**config.mk**
```make
export PLATFORM = sky130hd
export DESIGN_NAME = gregorian_date_calculator
export DESIGN_NICKNAME = d
export VERILOG_FILES = /design/src/sv/gdc_pkg.sv /design/src/sv/gregorian_date_calculator.sv /design/src/sv/gdc_div.sv /design/src/sv/gdc_dp.sv /design/src/sv/gdc_ctrl.sv
export SDC_FILE = /design/constraint.sdc
export NUM_CORES = 2
export LEC_CHECK = 0
export BUFFER_PORTS_ARGS = -buffer_cell sky130_fd_sc_hd__buf_2
export CORE_MARGIN = 1.5
export CORE_UTILIZATION = 40
export DETAILED_ROUTE_END_ITERATION = 6
export PLACE_DENSITY = 0.63
export SKIP_CTS_REPAIR_TIMING = 1
export SYNTH_ARGS = -nofsm -noshare
export SYNTH_HDL_FRONTEND = slang
export SYNTH_SLANG_ARGS = --single-unit
```
**constraint.sdc**
```tcl
create_clock -name clk -period 33.2 [get_ports clk]
set_clock_uncertainty 0.05 [all_clocks]
set_input_delay 6.64 -clock clk [delete_from_list [all_inputs] [get_ports clk]]
set_output_delay 6.64 -clock clk [all_outputs]
set_load 0.1 [all_outputs]
```
**src/sv/gdc_pkg.sv**
```systemverilog
// Types, constants and calendar helper functions of the date calculator.
`default_nettype none
package gdc_pkg;

  localparam int MAX_YEAR    = 9999;
  localparam int OFFSET_BITS = 21;

  localparam int YEAR_W = 14;
  localparam int MON_W  = 4;
  localparam int DAY_W  = 5;
  localparam int DIFF_W = 23;
  localparam int SER_W  = 23;
  localparam int SM_W   = ((OFFSET_BITS > SER_W) ? OFFSET_BITS : SER_W) + 2;

  localparam int DIVD_W = 24;
  localparam int DIVS_W = 18;

  localparam int ERA_DAYS  = 146097;
  localparam int ERA_YEARS = 400;

  // Reciprocals for the constant divides. Each shift is the dividend width plus
  // the bit length of the divisor, which makes the truncated quotient exact.
  localparam int RCP_W   = 23;
  localparam int SH_400  = 24;  // shifted years, below 2^15
  localparam int SH_ERA  = 40;  // day numbers, below 2^22
  localparam int SH_1460 = 29;  // day of era, below 2^18
  localparam int SH_365  = 27;  // day of era numerator, below 2^18
  localparam logic [RCP_W-1:0] RCP_400  =
    RCP_W'(((64'd1 << SH_400) + 64'(ERA_YEARS) - 64'd1) / 64'(ERA_YEARS));
  localparam logic [RCP_W-1:0] RCP_ERA  =
    RCP_W'(((64'd1 << SH_ERA) + 64'(ERA_DAYS) - 64'd1) / 64'(ERA_DAYS));
  localparam logic [RCP_W-1:0] RCP_1460 = RCP_W'(((64'd1 << SH_1460) + 64'd1459) / 64'd1460);
  localparam logic [RCP_W-1:0] RCP_365  = RCP_W'(((64'd1 << SH_365) + 64'd364) / 64'd365);

  // Day numbers of 0000-01-01 and of MAX_YEAR-12-31.
  localparam int MIN_YOE = 399;
  localparam int SER_MIN = MIN_YOE * 365 + MIN_YOE / 4 - MIN_YOE / 100 + 306;
  localparam int MAX_YS  = MAX_YEAR + ERA_YEARS;
  localparam int MAX_ERA = MAX_YS / ERA_YEARS;
  localparam int MAX_YOE = MAX_YS % ERA_YEARS;
  localparam int SER_MAX = MAX_ERA * ERA_DAYS + MAX_YOE * 365 + MAX_YOE / 4
                         - MAX_YOE / 100 + 305;
  localparam int DIFF_HI = (1 << (DIFF_W - 1)) - 1;
  localparam int DIFF_LO = -(1 << (DIFF_W - 1));

  typedef enum logic [3:0] {
    OP_NONE,
    OP_CAPTURE,
    OP_DIV_YA,
    OP_SER_A,
    OP_DIV_YB,
    OP_SER_B,
    OP_DIV_Z,
    OP_DIV_DOE,
    OP_DIV_X,
    OP_FINISH,
    OP_LOAD
  } op_t;

  typedef enum logic [3:0] {
    ST_IDLE,
    ST_CHECK,
    ST_WAIT_A,
    ST_DIV_B,
    ST_WAIT_B,
    ST_RANGE,
    ST_WAIT_Z,
    ST_WAIT_1460,
    ST_WAIT_365,
    ST_LOAD
  } state_t;

  typedef enum logic [1:0] {
    DIV_400,
    DIV_ERA,
    DIV_1460,
    DIV_365
  } div_sel_t;

  typedef struct packed {
    logic div_busy;
    logic invalid;
    logic sm_oor;
    logic out_free;
  } dp_status_t;

  // Leap test; y / 100 is taken as (y * 5243) >> 19, exact for 14-bit years.
  function automatic logic is_leap(logic [YEAR_W-1:0] y);
    logic [26:0] prod;
    logic [7:0]  q;
    logic [YEAR_W-1:0] r;
    prod = 27'(y) * 27'd5243;
    q    = prod[26:19];
    r    = y - YEAR_W'(q) * YEAR_W'(100);
    return (y[1:0] == 2'd0) && ((r != '0) || (q[1:0] == 2'd0));
  endfunction

  function automatic logic [DAY_W-1:0] month_len(logic [YEAR_W-1:0] y,
                                                 logic [MON_W-1:0] m);
    logic [DAY_W-1:0] len;
    unique case (m)
      4'd1, 4'd3, 4'd5, 4'd7, 4'd8, 4'd10, 4'd12: len = 5'd31;
      4'd4, 4'd6, 4'd9, 4'd11:                     len = 5'd30;
      4'd2:    len = is_leap(y) ? 5'd29 : 5'd28;
      default: len = 5'd0;
    endcase
    return len;
  endfunction

  function automatic logic date_ok(logic [YEAR_W-1:0] y, logic [MON_W-1:0] m,
                                   logic [DAY_W-1:0] d);
    return (m >= 4'd1) && (m <= 4'd12) && (d >= 5'd1) && (d <= month_len(y, m));
  endfunction

  // Days from March 1 to the first of the shifted month index (0 = March).
  function automatic logic [8:0] cum_of_mp(logic [3:0] mp);
    logic [8:0] v;
    unique case (mp)
      4'd0:    v = 9'd0;
      4'd1:    v = 9'd31;
      4'd2:    v = 9'd61;
      4'd3:    v = 9'd92;
      4'd4:    v = 9'd122;
      4'd5:    v = 9'd153;
      4'd6:    v = 9'd184;
      4'd7:    v = 9'd214;
      4'd8:    v = 9'd245;
      4'd9:    v = 9'd275;
      4'd10:   v = 9'd306;
      4'd11:   v = 9'd337;
      default: v = 9'd0;
    endcase
    return v;
  endfunction

  // Calendar month to the March-based month index.
  function automatic logic [3:0] mp_of_month(logic [MON_W-1:0] m);
    return (m <= 4'd2) ? 4'(m + 4'd9) : 4'(m - 4'd3);
  endfunction

  // Century count of a year inside a 400-year era.
  function automatic logic [1:0] cent_of(logic [8:0] yoe);
    logic [1:0] c;
    priority if (yoe >= 9'd300) c = 2'd3;
    else if (yoe >= 9'd200)     c = 2'd2;
    else if (yoe >= 9'd100)     c = 2'd1;
    else                        c = 2'd0;
    return c;
  endfunction

endpackage
`default_nettype wire

```
**src/sv/gregorian_date_calculator.sv**
```systemverilog
// Top level of the proleptic Gregorian date calculator.
//
//   channel  direction  handshake           contents
//   in_      input      in_valid/in_stall   two dates and a signed day offset
//   out_     output     out_valid/out_stall moved date, difference, flags
//
// A transaction runs alone from its acceptance until its result is loaded: the
// shared divider runs five times in it, between the sequencing states.
// A transaction with an invalid date skips all five divides, and one whose moved
// date falls out of range skips the last three.
// Reset is synchronous and active low; it empties the result register.
// A stalled result stays in its register while the next transaction runs.
`default_nettype none
module gregorian_date_calculator (
  input  wire logic                                   clk,
  input  wire logic                                   rst_n,
  input  wire logic                                   in_valid,
  output logic                                        in_stall,
  input  wire logic [gdc_pkg::YEAR_W-1:0]             in_year_a,
  input  wire logic [gdc_pkg::MON_W-1:0]              in_month_a,
  input  wire logic [gdc_pkg::DAY_W-1:0]              in_day_a,
  input  wire logic [gdc_pkg::YEAR_W-1:0]             in_year_b,
  input  wire logic [gdc_pkg::MON_W-1:0]              in_month_b,
  input  wire logic [gdc_pkg::DAY_W-1:0]              in_day_b,
  input  wire logic signed [gdc_pkg::OFFSET_BITS-1:0] in_offset_days,
  output logic                                        out_valid,
  input  wire logic                                   out_stall,
  output logic [gdc_pkg::YEAR_W-1:0]                  out_moved_year,
  output logic [gdc_pkg::MON_W-1:0]                   out_moved_month,
  output logic [gdc_pkg::DAY_W-1:0]                   out_moved_day,
  output logic signed [gdc_pkg::DIFF_W-1:0]           out_day_difference,
  output logic                                        out_a_after_b,
  output logic                                        out_a_equals_b,
  output logic                                        out_input_invalid,
  output logic                                        out_out_of_range
);
  import gdc_pkg::*;

  op_t        op;
  dp_status_t status;

  gdc_ctrl u_ctrl (
    .clk      (clk),
    .rst_n    (rst_n),
    .in_valid (in_valid),
    .in_stall (in_stall),
    .status   (status),
    .op       (op)
  );

  gdc_dp u_dp (
    .clk                (clk),
    .rst_n              (rst_n),
    .op                 (op),
    .status             (status),
    .in_year_a          (in_year_a),
    .in_month_a         (in_month_a),
    .in_day_a           (in_day_a),
    .in_year_b          (in_year_b),
    .in_month_b         (in_month_b),
    .in_day_b           (in_day_b),
    .in_offset_days     (in_offset_days),
    .out_valid          (out_valid),
    .out_stall          (out_stall),
    .out_moved_year     (out_moved_year),
    .out_moved_month    (out_moved_month),
    .out_moved_day      (out_moved_day),
    .out_day_difference (out_day_difference),
    .out_a_after_b      (out_a_after_b),
    .out_a_equals_b     (out_a_equals_b),
    .out_input_invalid  (out_input_invalid),
    .out_out_of_range   (out_out_of_range)
  );

endmodule
`default_nettype wire

```
**src/sv/gdc_div.sv**
```systemverilog
// Divider by the calendar constants, by reciprocal multiplication: quotient, then remainder.
`default_nettype none
module gdc_div (
  input  wire logic                       clk,
  input  wire logic                       rst_n,
  input  wire logic                       start,
  input  wire logic [gdc_pkg::DIVD_W-1:0] dividend,
  input  wire gdc_pkg::div_sel_t          sel,
  output logic                            busy,
  output logic [gdc_pkg::DIVD_W-1:0]      quot,
  output logic [gdc_pkg::DIVS_W-1:0]      rem
);
  import gdc_pkg::*;

  logic [DIVD_W-1:0]       num_r;
  div_sel_t                sel_r;
  logic                    mul_r, mul_nxt;
  logic                    sub_r, sub_nxt;
  logic [DIVD_W-1:0]       q_r, q_nxt;
  logic [DIVS_W-1:0]       rem_r, rem_nxt;
  logic [RCP_W-1:0]        rcp;
  logic [DIVS_W-1:0]       den;
  logic [DIVD_W+RCP_W-1:0] prod;
  logic [DIVD_W-1:0]       q_est;
  logic [DIVD_W-1:0]       back;

  // Step mul_r: quotient from the reciprocal product. Step sub_r, after it: remainder.
  always_comb begin
    unique case (sel_r)
      DIV_400: begin
        rcp = RCP_400;
        den = DIVS_W'(ERA_YEARS);
      end
      DIV_ERA: begin
        rcp = RCP_ERA;
        den = DIVS_W'(ERA_DAYS);
      end
      DIV_1460: begin
        rcp = RCP_1460;
        den = DIVS_W'(1460);
      end
      DIV_365: begin
        rcp = RCP_365;
        den = DIVS_W'(365);
      end
    endcase
    prod = (DIVD_W + RCP_W)'(num_r) * (DIVD_W + RCP_W)'(rcp);
    unique case (sel_r)
      DIV_400:  q_est = DIVD_W'(prod >> SH_400);
      DIV_ERA:  q_est = DIVD_W'(prod >> SH_ERA);
      DIV_1460: q_est = DIVD_W'(prod >> SH_1460);
      DIV_365:  q_est = DIVD_W'(prod >> SH_365);
    endcase
    back    = q_r * DIVD_W'(den);
    mul_nxt = start;
    sub_nxt = mul_r;
    q_nxt   = mul_r ? q_est : q_r;
    rem_nxt = sub_r ? DIVS_W'(num_r - back) : rem_r;
  end

  always_ff @(posedge clk) begin
    if (!rst_n) begin
      mul_r <= 1'b0;
      sub_r <= 1'b0;
      sel_r <= DIV_400;
    end else begin
      mul_r <= mul_nxt;
      sub_r <= sub_nxt;
      if (start) begin
        sel_r <= sel;
      end
    end
    q_r   <= q_nxt;
    rem_r <= rem_nxt;
    if (start) begin
      num_r <= dividend;
    end
  end

  assign busy = mul_r || sub_r;
  assign quot = q_r;
  assign rem  = rem_r;

endmodule
`default_nettype wire

```
**src/sv/gdc_dp.sv**
```systemverilog
// Datapath: operand registers, day-number arithmetic, divider and result register.
`default_nettype none
module gdc_dp (
  input  wire logic                                   clk,
  input  wire logic                                   rst_n,
  input  wire gdc_pkg::op_t                           op,
  output gdc_pkg::dp_status_t                         status,
  input  wire logic [gdc_pkg::YEAR_W-1:0]             in_year_a,
  input  wire logic [gdc_pkg::MON_W-1:0]              in_month_a,
  input  wire logic [gdc_pkg::DAY_W-1:0]              in_day_a,
  input  wire logic [gdc_pkg::YEAR_W-1:0]             in_year_b,
  input  wire logic [gdc_pkg::MON_W-1:0]              in_month_b,
  input  wire logic [gdc_pkg::DAY_W-1:0]              in_day_b,
  input  wire logic signed [gdc_pkg::OFFSET_BITS-1:0] in_offset_days,
  output logic                                        out_valid,
  input  wire logic                                   out_stall,
  output logic [gdc_pkg::YEAR_W-1:0]                  out_moved_year,
  output logic [gdc_pkg::MON_W-1:0]                   out_moved_month,
  output logic [gdc_pkg::DAY_W-1:0]                   out_moved_day,
  output logic signed [gdc_pkg::DIFF_W-1:0]           out_day_difference,
  output logic                                        out_a_after_b,
  output logic                                        out_a_equals_b,
  output logic                                        out_input_invalid,
  output logic                                        out_out_of_range
);
  import gdc_pkg::*;

  function automatic logic [SER_W-1:0] ser_calc(logic [5:0] era, logic [8:0] yoe,
                                                logic [MON_W-1:0] m, logic [DAY_W-1:0] d);
    logic [17:0] doe;
    logic [23:0] e;
    doe = 18'(yoe) * 18'd365 + 18'(yoe >> 2) - 18'(cent_of(yoe))
        + 18'(cum_of_mp(mp_of_month(m))) + 18'(d) - 18'd1;
    e = 24'(era) * 24'(ERA_DAYS);
    return SER_W'(e + 24'(doe));
  endfunction

  logic [YEAR_W-1:0]             ya_r, yb_r;
  logic [MON_W-1:0]              ma_r, mb_r;
  logic [DAY_W-1:0]              da_r, db_r;
  logic signed [OFFSET_BITS-1:0] off_r;
  logic [SER_W-1:0]              sa_r, sb;
  logic signed [SM_W-1:0]        sm_r, sm;
  logic signed [SER_W:0]         dv;
  logic signed [DIFF_W-1:0]      diff_r;
  logic                          after_r, eq_r, sm_oor_r, diff_oor_r;
  logic [4:0]                    era_r;
  logic [17:0]                   doe_r;
  logic [YEAR_W-1:0]             mv_y_r;
  logic [MON_W-1:0]              mv_m_r;
  logic [DAY_W-1:0]              mv_d_r;
  logic                          inv;

  logic                          out_valid_r, out_valid_nxt;
  logic [YEAR_W-1:0]             o_y_r;
  logic [MON_W-1:0]              o_m_r;
  logic [DAY_W-1:0]              o_d_r;
  logic signed [DIFF_W-1:0]      o_diff_r;
  logic                          o_after_r, o_eq_r, o_inv_r, o_oor_r;

  logic                          div_start, div_busy;
  logic [DIVD_W-1:0]             div_num, div_q;
  logic [DIVS_W-1:0]             div_r;
  div_sel_t                      div_sel;

  logic [17:0]                   x_val;
  logic [2:0]                    c36524;
  logic [8:0]                    yoe_f;
  logic [17:0]                   doy_w;
  logic [8:0]                    doy;
  logic [3:0]                    mp;
  logic [MON_W-1:0]              mm;
  logic [DAY_W-1:0]              dd;
  logic [14:0]                   yy;

  gdc_div u_div (
    .clk      (clk),
    .rst_n    (rst_n),
    .start    (div_start),
    .dividend (div_num),
    .sel      (div_sel),
    .busy     (div_busy),
    .quot     (div_q),
    .rem      (div_r)
  );

  assign inv = !date_ok(ya_r, ma_r, da_r) || !date_ok(yb_r, mb_r, db_r);

  // Second serial number and everything that follows from the pair.
  assign sb = ser_calc(div_q[5:0], div_r[8:0], mb_r, db_r);
  assign sm = $signed(SM_W'(sa_r)) + SM_W'(off_r);
  assign dv = $signed({1'b0, sa_r}) - $signed({1'b0, sb});

  // Year-of-era numerator for the 365-day divide.
  always_comb begin
    priority if (doe_r >= 18'd146096) c36524 = 3'd4;
    else if (doe_r >= 18'd109572)     c36524 = 3'd3;
    else if (doe_r >= 18'd73048)      c36524 = 3'd2;
    else if (doe_r >= 18'd36524)      c36524 = 3'd1;
    else                              c36524 = 3'd0;
    x_val = doe_r - 18'(div_q[6:0]) + 18'(c36524) - ((doe_r == 18'd146096) ? 18'd1 : 18'd0);
  end

  // Day of year to month and day.
  always_comb begin
    yoe_f = div_q[8:0];
    doy_w = doe_r - (18'(yoe_f) * 18'd365 + 18'(yoe_f >> 2) - 18'(cent_of(yoe_f)));
    doy   = doy_w[8:0];
    mp    = '0;
    for (int k = 1; k < 12; k++) begin
      if (doy >= cum_of_mp(4'(k))) begin
        mp = 4'(k);
      end
    end
    dd = DAY_W'(doy - cum_of_mp(mp) + 9'd1);
    mm = (mp < 4'd10) ? MON_W'(mp + 4'd3) : MON_W'(mp - 4'd9);
    yy = 15'(yoe_f) + 15'(era_r) * 15'd400 + ((mm <= 4'd2) ? 15'd1 : 15'd0) - 15'd400;
  end

  always_comb begin
    div_start = 1'b0;
    div_num   = '0;
    div_sel   = DIV_400;
    unique case (op)
      OP_DIV_YA: begin
        div_start = 1'b1;
        div_num   = DIVD_W'(15'(ya_r) + 15'd400 - ((ma_r <= 4'd2) ? 15'd1 : 15'd0));
      end
      OP_DIV_YB: begin
        div_start = 1'b1;
        div_num   = DIVD_W'(15'(yb_r) + 15'd400 - ((mb_r <= 4'd2) ? 15'd1 : 15'd0));
      end
      OP_DIV_Z: begin
        div_start = 1'b1;
        div_num   = DIVD_W'(sm_r);
        div_sel   = DIV_ERA;
      end
      OP_DIV_DOE: begin
        div_start = 1'b1;
        div_num   = DIVD_W'(div_r);
        div_sel   = DIV_1460;
      end
      OP_DIV_X: begin
        div_start = 1'b1;
        div_num   = DIVD_W'(x_val);
        div_sel   = DIV_365;
      end
      default: begin
      end
    endcase
  end

  always_ff @(posedge clk) begin
    unique case (op)
      OP_CAPTURE: begin
        ya_r  <= in_year_a;
        ma_r  <= in_month_a;
        da_r  <= in_day_a;
        yb_r  <= in_year_b;
        mb_r  <= in_month_b;
        db_r  <= in_day_b;
        off_r <= in_offset_days;
      end
      OP_SER_A: begin
        sa_r <= ser_calc(div_q[5:0], div_r[8:0], ma_r, da_r);
      end
      OP_SER_B: begin
        sm_r       <= sm;
        sm_oor_r   <= (sm < $signed(SM_W'(SER_MIN))) || (sm > $signed(SM_W'(SER_MAX)));
        diff_r     <= DIFF_W'(dv);
        diff_oor_r <= (dv > $signed((SER_W + 1)'(DIFF_HI))) ||
                      (dv < $signed((SER_W + 1)'(DIFF_LO)));
        after_r    <= sa_r > sb;
        eq_r       <= sa_r == sb;
      end
      OP_DIV_DOE: begin
        era_r <= div_q[4:0];
        doe_r <= div_r;
      end
      OP_FINISH: begin
        mv_y_r <= YEAR_W'(yy);
        mv_m_r <= mm;
        mv_d_r <= dd;
      end
      OP_LOAD: begin
        o_inv_r   <= inv;
        o_y_r     <= (inv || sm_oor_r) ? '0 : mv_y_r;
        o_m_r     <= (inv || sm_oor_r) ? '0 : mv_m_r;
        o_d_r     <= (inv || sm_oor_r) ? '0 : mv_d_r;
        o_diff_r  <= (inv || diff_oor_r) ? '0 : diff_r;
        o_after_r <= !inv && after_r;
        o_eq_r    <= !inv && eq_r;
        o_oor_r   <= !inv && (sm_oor_r || diff_oor_r);
      end
      default: begin
      end
    endcase
  end

  always_comb begin
    out_valid_nxt = out_valid_r;
    if (op == OP_LOAD) begin
      out_valid_nxt = 1'b1;
    end else if (out_valid_r && !out_stall) begin
      out_valid_nxt = 1'b0;
    end
  end

  always_ff @(posedge clk) begin
    if (!rst_n) begin
      out_valid_r <= 1'b0;
    end else begin
      out_valid_r <= out_valid_nxt;
    end
  end

  assign status.div_busy = div_busy;
  assign status.invalid  = inv;
  assign status.sm_oor   = sm_oor_r;
  assign status.out_free = !out_valid_r || !out_stall;

  assign out_valid          = out_valid_r;
  assign out_moved_year     = o_y_r;
  assign out_moved_month    = o_m_r;
  assign out_moved_day      = o_d_r;
  assign out_day_difference = o_diff_r;
  assign out_a_after_b      = o_after_r;
  assign out_a_equals_b     = o_eq_r;
  assign out_input_invalid  = o_inv_r;
  assign out_out_of_range   = o_oor_r;

endmodule
`default_nettype wire

```
**src/sv/gdc_ctrl.sv**
```systemverilog
// Controller: sequences one transaction through the datapath operations.
`default_nettype none
module gdc_ctrl (
  input  wire logic                clk,
  input  wire logic                rst_n,
  input  wire logic                in_valid,
  output logic                     in_stall,
  input  wire gdc_pkg::dp_status_t status,
  output gdc_pkg::op_t             op
);
  import gdc_pkg::*;

  state_t state_r, state_nxt;

  always_ff @(posedge clk) begin
    if (!rst_n) begin
      state_r <= ST_IDLE;
    end else begin
      state_r <= state_nxt;
    end
  end

  always_comb begin
    state_nxt = state_r;
    op        = OP_NONE;
    unique case (state_r)
      ST_IDLE: begin
        if (in_valid) begin
          op        = OP_CAPTURE;
          state_nxt = ST_CHECK;
        end
      end
      ST_CHECK: begin
        if (status.invalid) begin
          state_nxt = ST_LOAD;
        end else begin
          op        = OP_DIV_YA;
          state_nxt = ST_WAIT_A;
        end
      end
      ST_WAIT_A: begin
        if (!status.div_busy) begin
          op        = OP_SER_A;
          state_nxt = ST_DIV_B;
        end
      end
      ST_DIV_B: begin
        op        = OP_DIV_YB;
        state_nxt = ST_WAIT_B;
      end
      ST_WAIT_B: begin
        if (!status.div_busy) begin
          op        = OP_SER_B;
          state_nxt = ST_RANGE;
        end
      end
      ST_RANGE: begin
        if (status.sm_oor) begin
          state_nxt = ST_LOAD;
        end else begin
          op        = OP_DIV_Z;
          state_nxt = ST_WAIT_Z;
        end
      end
      ST_WAIT_Z: begin
        if (!status.div_busy) begin
          op        = OP_DIV_DOE;
          state_nxt = ST_WAIT_1460;
        end
      end
      ST_WAIT_1460: begin
        if (!status.div_busy) begin
          op        = OP_DIV_X;
          state_nxt = ST_WAIT_365;
        end
      end
      ST_WAIT_365: begin
        if (!status.div_busy) begin
          op        = OP_FINISH;
          state_nxt = ST_LOAD;
        end
      end
      ST_LOAD: begin
        if (status.out_free) begin
          op        = OP_LOAD;
          state_nxt = ST_IDLE;
        end
      end
      default: begin
        state_nxt = ST_IDLE;
      end
    endcase
  end

  assign in_stall = (state_r != ST_IDLE);

endmodule
`default_nettype wire

```
==> results.tsv <==
stage	metric	value	unit
logic_synthesis	net count after synthesis	7069	
setup_path	Critical Path RT	33.35	ns
layout	Fillers	12600	
route	Vias	37100	
run	# Max-Cap Violations	0	
cts	CTS tree	done	
global_routing	first-pass GRT wire length	213	mm
route	initial DRC count	2476	
global_routing	Overall Global Routing Usage	0.201	
logic_synthesis	flops & latches, synth	306	
layout	area growth from synthesis to layout	7.36	%
setup_path	Top cell by count, worst path	inv_1	
layout	Final nets	7166	
timing	Tmin final	12.61	ns
placed_design	PortBufs	122	
logic_synthesis	syn avg cell area	10.1	um2
cts	CTS Sinks	306	
placed_design	routability cong.	0.911	
placed_design	placed cells	7112	
logic_synthesis	ys async rst share	0	
route	Routed WL	135	mm
cts	Clock Tree Buf Depth	3	
timing	final setup vio count	0	
floorplanning	io pins	123	
timing	total negative slack	0	ns
layout	Finished Layout Cells	7176	
timing	Final period util	0.380	
cts	CTS buffer count	36	
layout	share of layout cells above drive strength 1	0.0500	
logic_synthesis	Synth Cell Area	53300	um2
logic_synthesis	register area share after synthesis	0.171	
timing	fin. max-slew vios	0	
global_routing	vias in the first global route	38000	
global_routing	largest net degree at the start of global routing	68	
floorplanning	Row Count	133	
logic_synthesis	Yosys warning total	0	
global_routing	grt total ovfl	0	
setup_path	CP endpoint kind	flop	
placed_design	dpl hpwl	115	mm
cts	worst skew pair latency	0.59	ns
global_routing	antenna violations before repair	6	
timing	Slew HR	0.215	
setup_path	Worst path slowest cell	inv_1	
floorplanning	total die area	136000	um2
logic_synthesis	Synth Instances	5298	
cts	Clock transition at path regs	0.07	ns
placed_design	Placed Area	56100	um2
logic_synthesis	Yosys cell types	83	
layout	area occupied by multi-input gates	39800	um2
timing	hold slack final	0.451	ns
setup_path	CP bufs+invs	8	
route	vias per cell	5.16	
floorplanning	Die H	368	um
setup_path	Crit path max-delay family	adder cells	
setup_path	largest fanout on the critical path	24	
floorplanning	Horiz. Die Dim	368	um
cts	H-tree level count	2	
logic_synthesis	main flop type after synthesis	edfxtp_1	
setup_path	data arrival time of the worst path	12.76	ns
setup_path	nature of the critical path startpoint	flop	
timing	worst slew pin tran	1.17	ns
route	Routed Antenna Nets	0	
worst_hold_path	HP Class	reg2reg	
setup_path	Crit Path Class	reg2reg	
timing	Max Fclk	79.3	MHz
layout	Diodes inserted	0	
route	first drt pass iteration count	7	
layout	Finished Cell Area	57300	um2
timing	final hold vios	0	
layout	FF+latch area	9100	um2
route	Wirelength per Cell	18.8	um
status	status	complete, no violations	
floorplanning	Core Area	132000	um2
setup_path	CP max stage delay	0.72	ns
cts	clk root buf	clkbuf_16	
floorplanning	Initial Util	0.404	
timing	RSZ-0062 raised after global routing	no	
route	DRC errors left	0	
logic_synthesis	Post-synth EDFFs	297	
-- cells in the final DEF (no fill, tap or decap), types with 9 or more instances in the layout --
cell type     n
a21oi_1     213
nor3_1       61
clkbuf_16    38
a22oi_1      15
nand2b_1     52
o31ai_1      12
ha_1        986
o221ai_1     12
and2_1      135
nand4_1      19
nor2_1      181
nor2b_1      71
o211ai_1     22
o21a_1       25
a222oi_1     10
o22ai_1      13
buf_4        29
xnor2_1     227
xor2_1      114
a211oi_1     21
o21ai_0     151
mux2i_1      14
a21boi_0     12
nor4_1       17
and3_1       35
o2111ai_1     9
nand2_1     283
o21bai_1     45
a31oi_1      25
a21o_1       67
or2_2        27
or3_1        15
buf_2       122
nand3_1      74
inv_1      1085
fa_1        714
edfxtp_1    297
-- flip-flops by register name, summed over array words and instances, names as in the netlist, 2 cells and up --
name / count
u_dp.yb_r: 14
u_dp.out_moved_month: 4
u_ctrl.state_r: 4
u_dp.sm_r: 24
u_dp.out_day_difference: 23
u_dp.u_div.rem: 18
u_dp.u_div.num_r: 24
u_dp.da_r: 5
u_dp.mv_y_r: 14
u_dp.ya_r: 14
u_dp.sa_r: 23
u_dp.era_r: 5
u_dp.out_moved_year: 14
u_dp.u_div.sel_r: 2
u_dp.doe_r: 18
u_dp.db_r: 5
u_dp.off_r: 21
u_dp.mb_r: 4
u_dp.mv_m_r: 4
u_dp.u_div.quot: 18
u_dp.diff_r: 23
u_dp.mv_d_r: 5
u_dp.out_moved_day: 5
u_dp.ma_r: 4
-- worst paths after layout --
check / start / end / slack, ns / cells after the start
worst max-delay path: u_dp.yb_r[4]$_DFFE_PN_ / u_dp.u_div.num_r[21]$_DFFE_PP_ / 20.59 / 48
worst min register to register: u_dp.mv_y_r[7]$_DFFE_PN_ / u_dp.out_moved_year[7]$_SDFFCE_PP0P_ / 0.45 / 1
worst max register to register: u_dp.yb_r[4]$_DFFE_PN_ / u_dp.u_div.num_r[21]$_DFFE_PP_ / 20.59 / 48
worst min-delay path: u_dp.mv_y_r[7]$_DFFE_PN_ / u_dp.out_moved_year[7]$_SDFFCE_PP0P_ / 0.45 / 1
-- synthesized netlist by cell type (74+ instances only) --
master	number	area share
xnor2_1	227	0.037
clkbuf_1	86	0.0061
nand3_1	74	0.0069
a21oi_1	214	0.020
o21ai_0	151	0.014
nor2_1	182	0.013
and2_1	135	0.016
inv_1	1085	0.076
ha_1	986	0.23
nand2_1	283	0.020
fa_1	714	0.27
xor2_1	114	0.019
edfxtp_1	297	0.17
-- kinds of logic (layout without fill, tap and decap cells) --
group,after synthesis,after routing,share of synthesized area
AND/OR/NAND/NOR,1005,1005,0.0939
adder cells (fa/ha/maj),1702,1702,0.500
multiplexers,20,20,0.00495
other,1,1,0.0000703
XOR/XNOR,342,342,0.0563
AO/OA/AOI/OAI,745,745,0.0916
flip-flops,306,306,0.171
buffers and inverters,1177,1300,0.0828
-- worst reg2reg max path: cells and delay by family (launching register included) --
| family | cells | cell delay, ns |
|---|---|---|
| buffers and inverters | 8 | 1.24 |
| AOI/OAI and AO/OA | 20 | 4.01 |
| DFF | 1 | 0.66 |
| adders and majority gates | 12 | 4.69 |
| and+or+nand+nor | 6 | 1.25 |
| xor gates and xnor gates | 2 | 0.30 |
-- metal layers --
| metal | GRT usage | vias to the layer above | wire length, um |
|---|---|---|---|
| met5 | 0 | - | 35 |
| met4 | 0.0480 | 6 | 3290 |
| met3 | 0.0292 | 184 | 8280 |
| met2 | 0.327 | 961 | 62100 |
| met1 | 0.281 | 18200 | 60900 |
| li1 | - | 17700 | - |
-- layout make-up --
| cell class | count | area share |
|---|---|---|
| Tap cell | 1755 | 0.0384 |
| Inverter | 1085 | 0.0711 |
| Multi-Input combinational cell | 3815 | 0.696 |
| Clock buffer | 44 | 0.0170 |
| Clock inverter | 20 | 0.00406 |
| Timing Repair Buffer | 151 | 0.0145 |
| Sequential cell | 306 | 0.159 |
-- per-stage QoR --
| step | setup slack (ns) | utilization |
|---|---|---|
| floorplan | 22.55 | - |
| CTS | 20.57 | 0.434 |
| finish | 20.59 | 0.434 |
| global route | 19.72 | 0.434 |
| global placement | 20.77 | 0.425 |
| detailed placement | 20.63 | 0.425 |
Power is not shown: default switching activity piles up to over one toggle a cycle in this logic, so the estimate is an artifact.
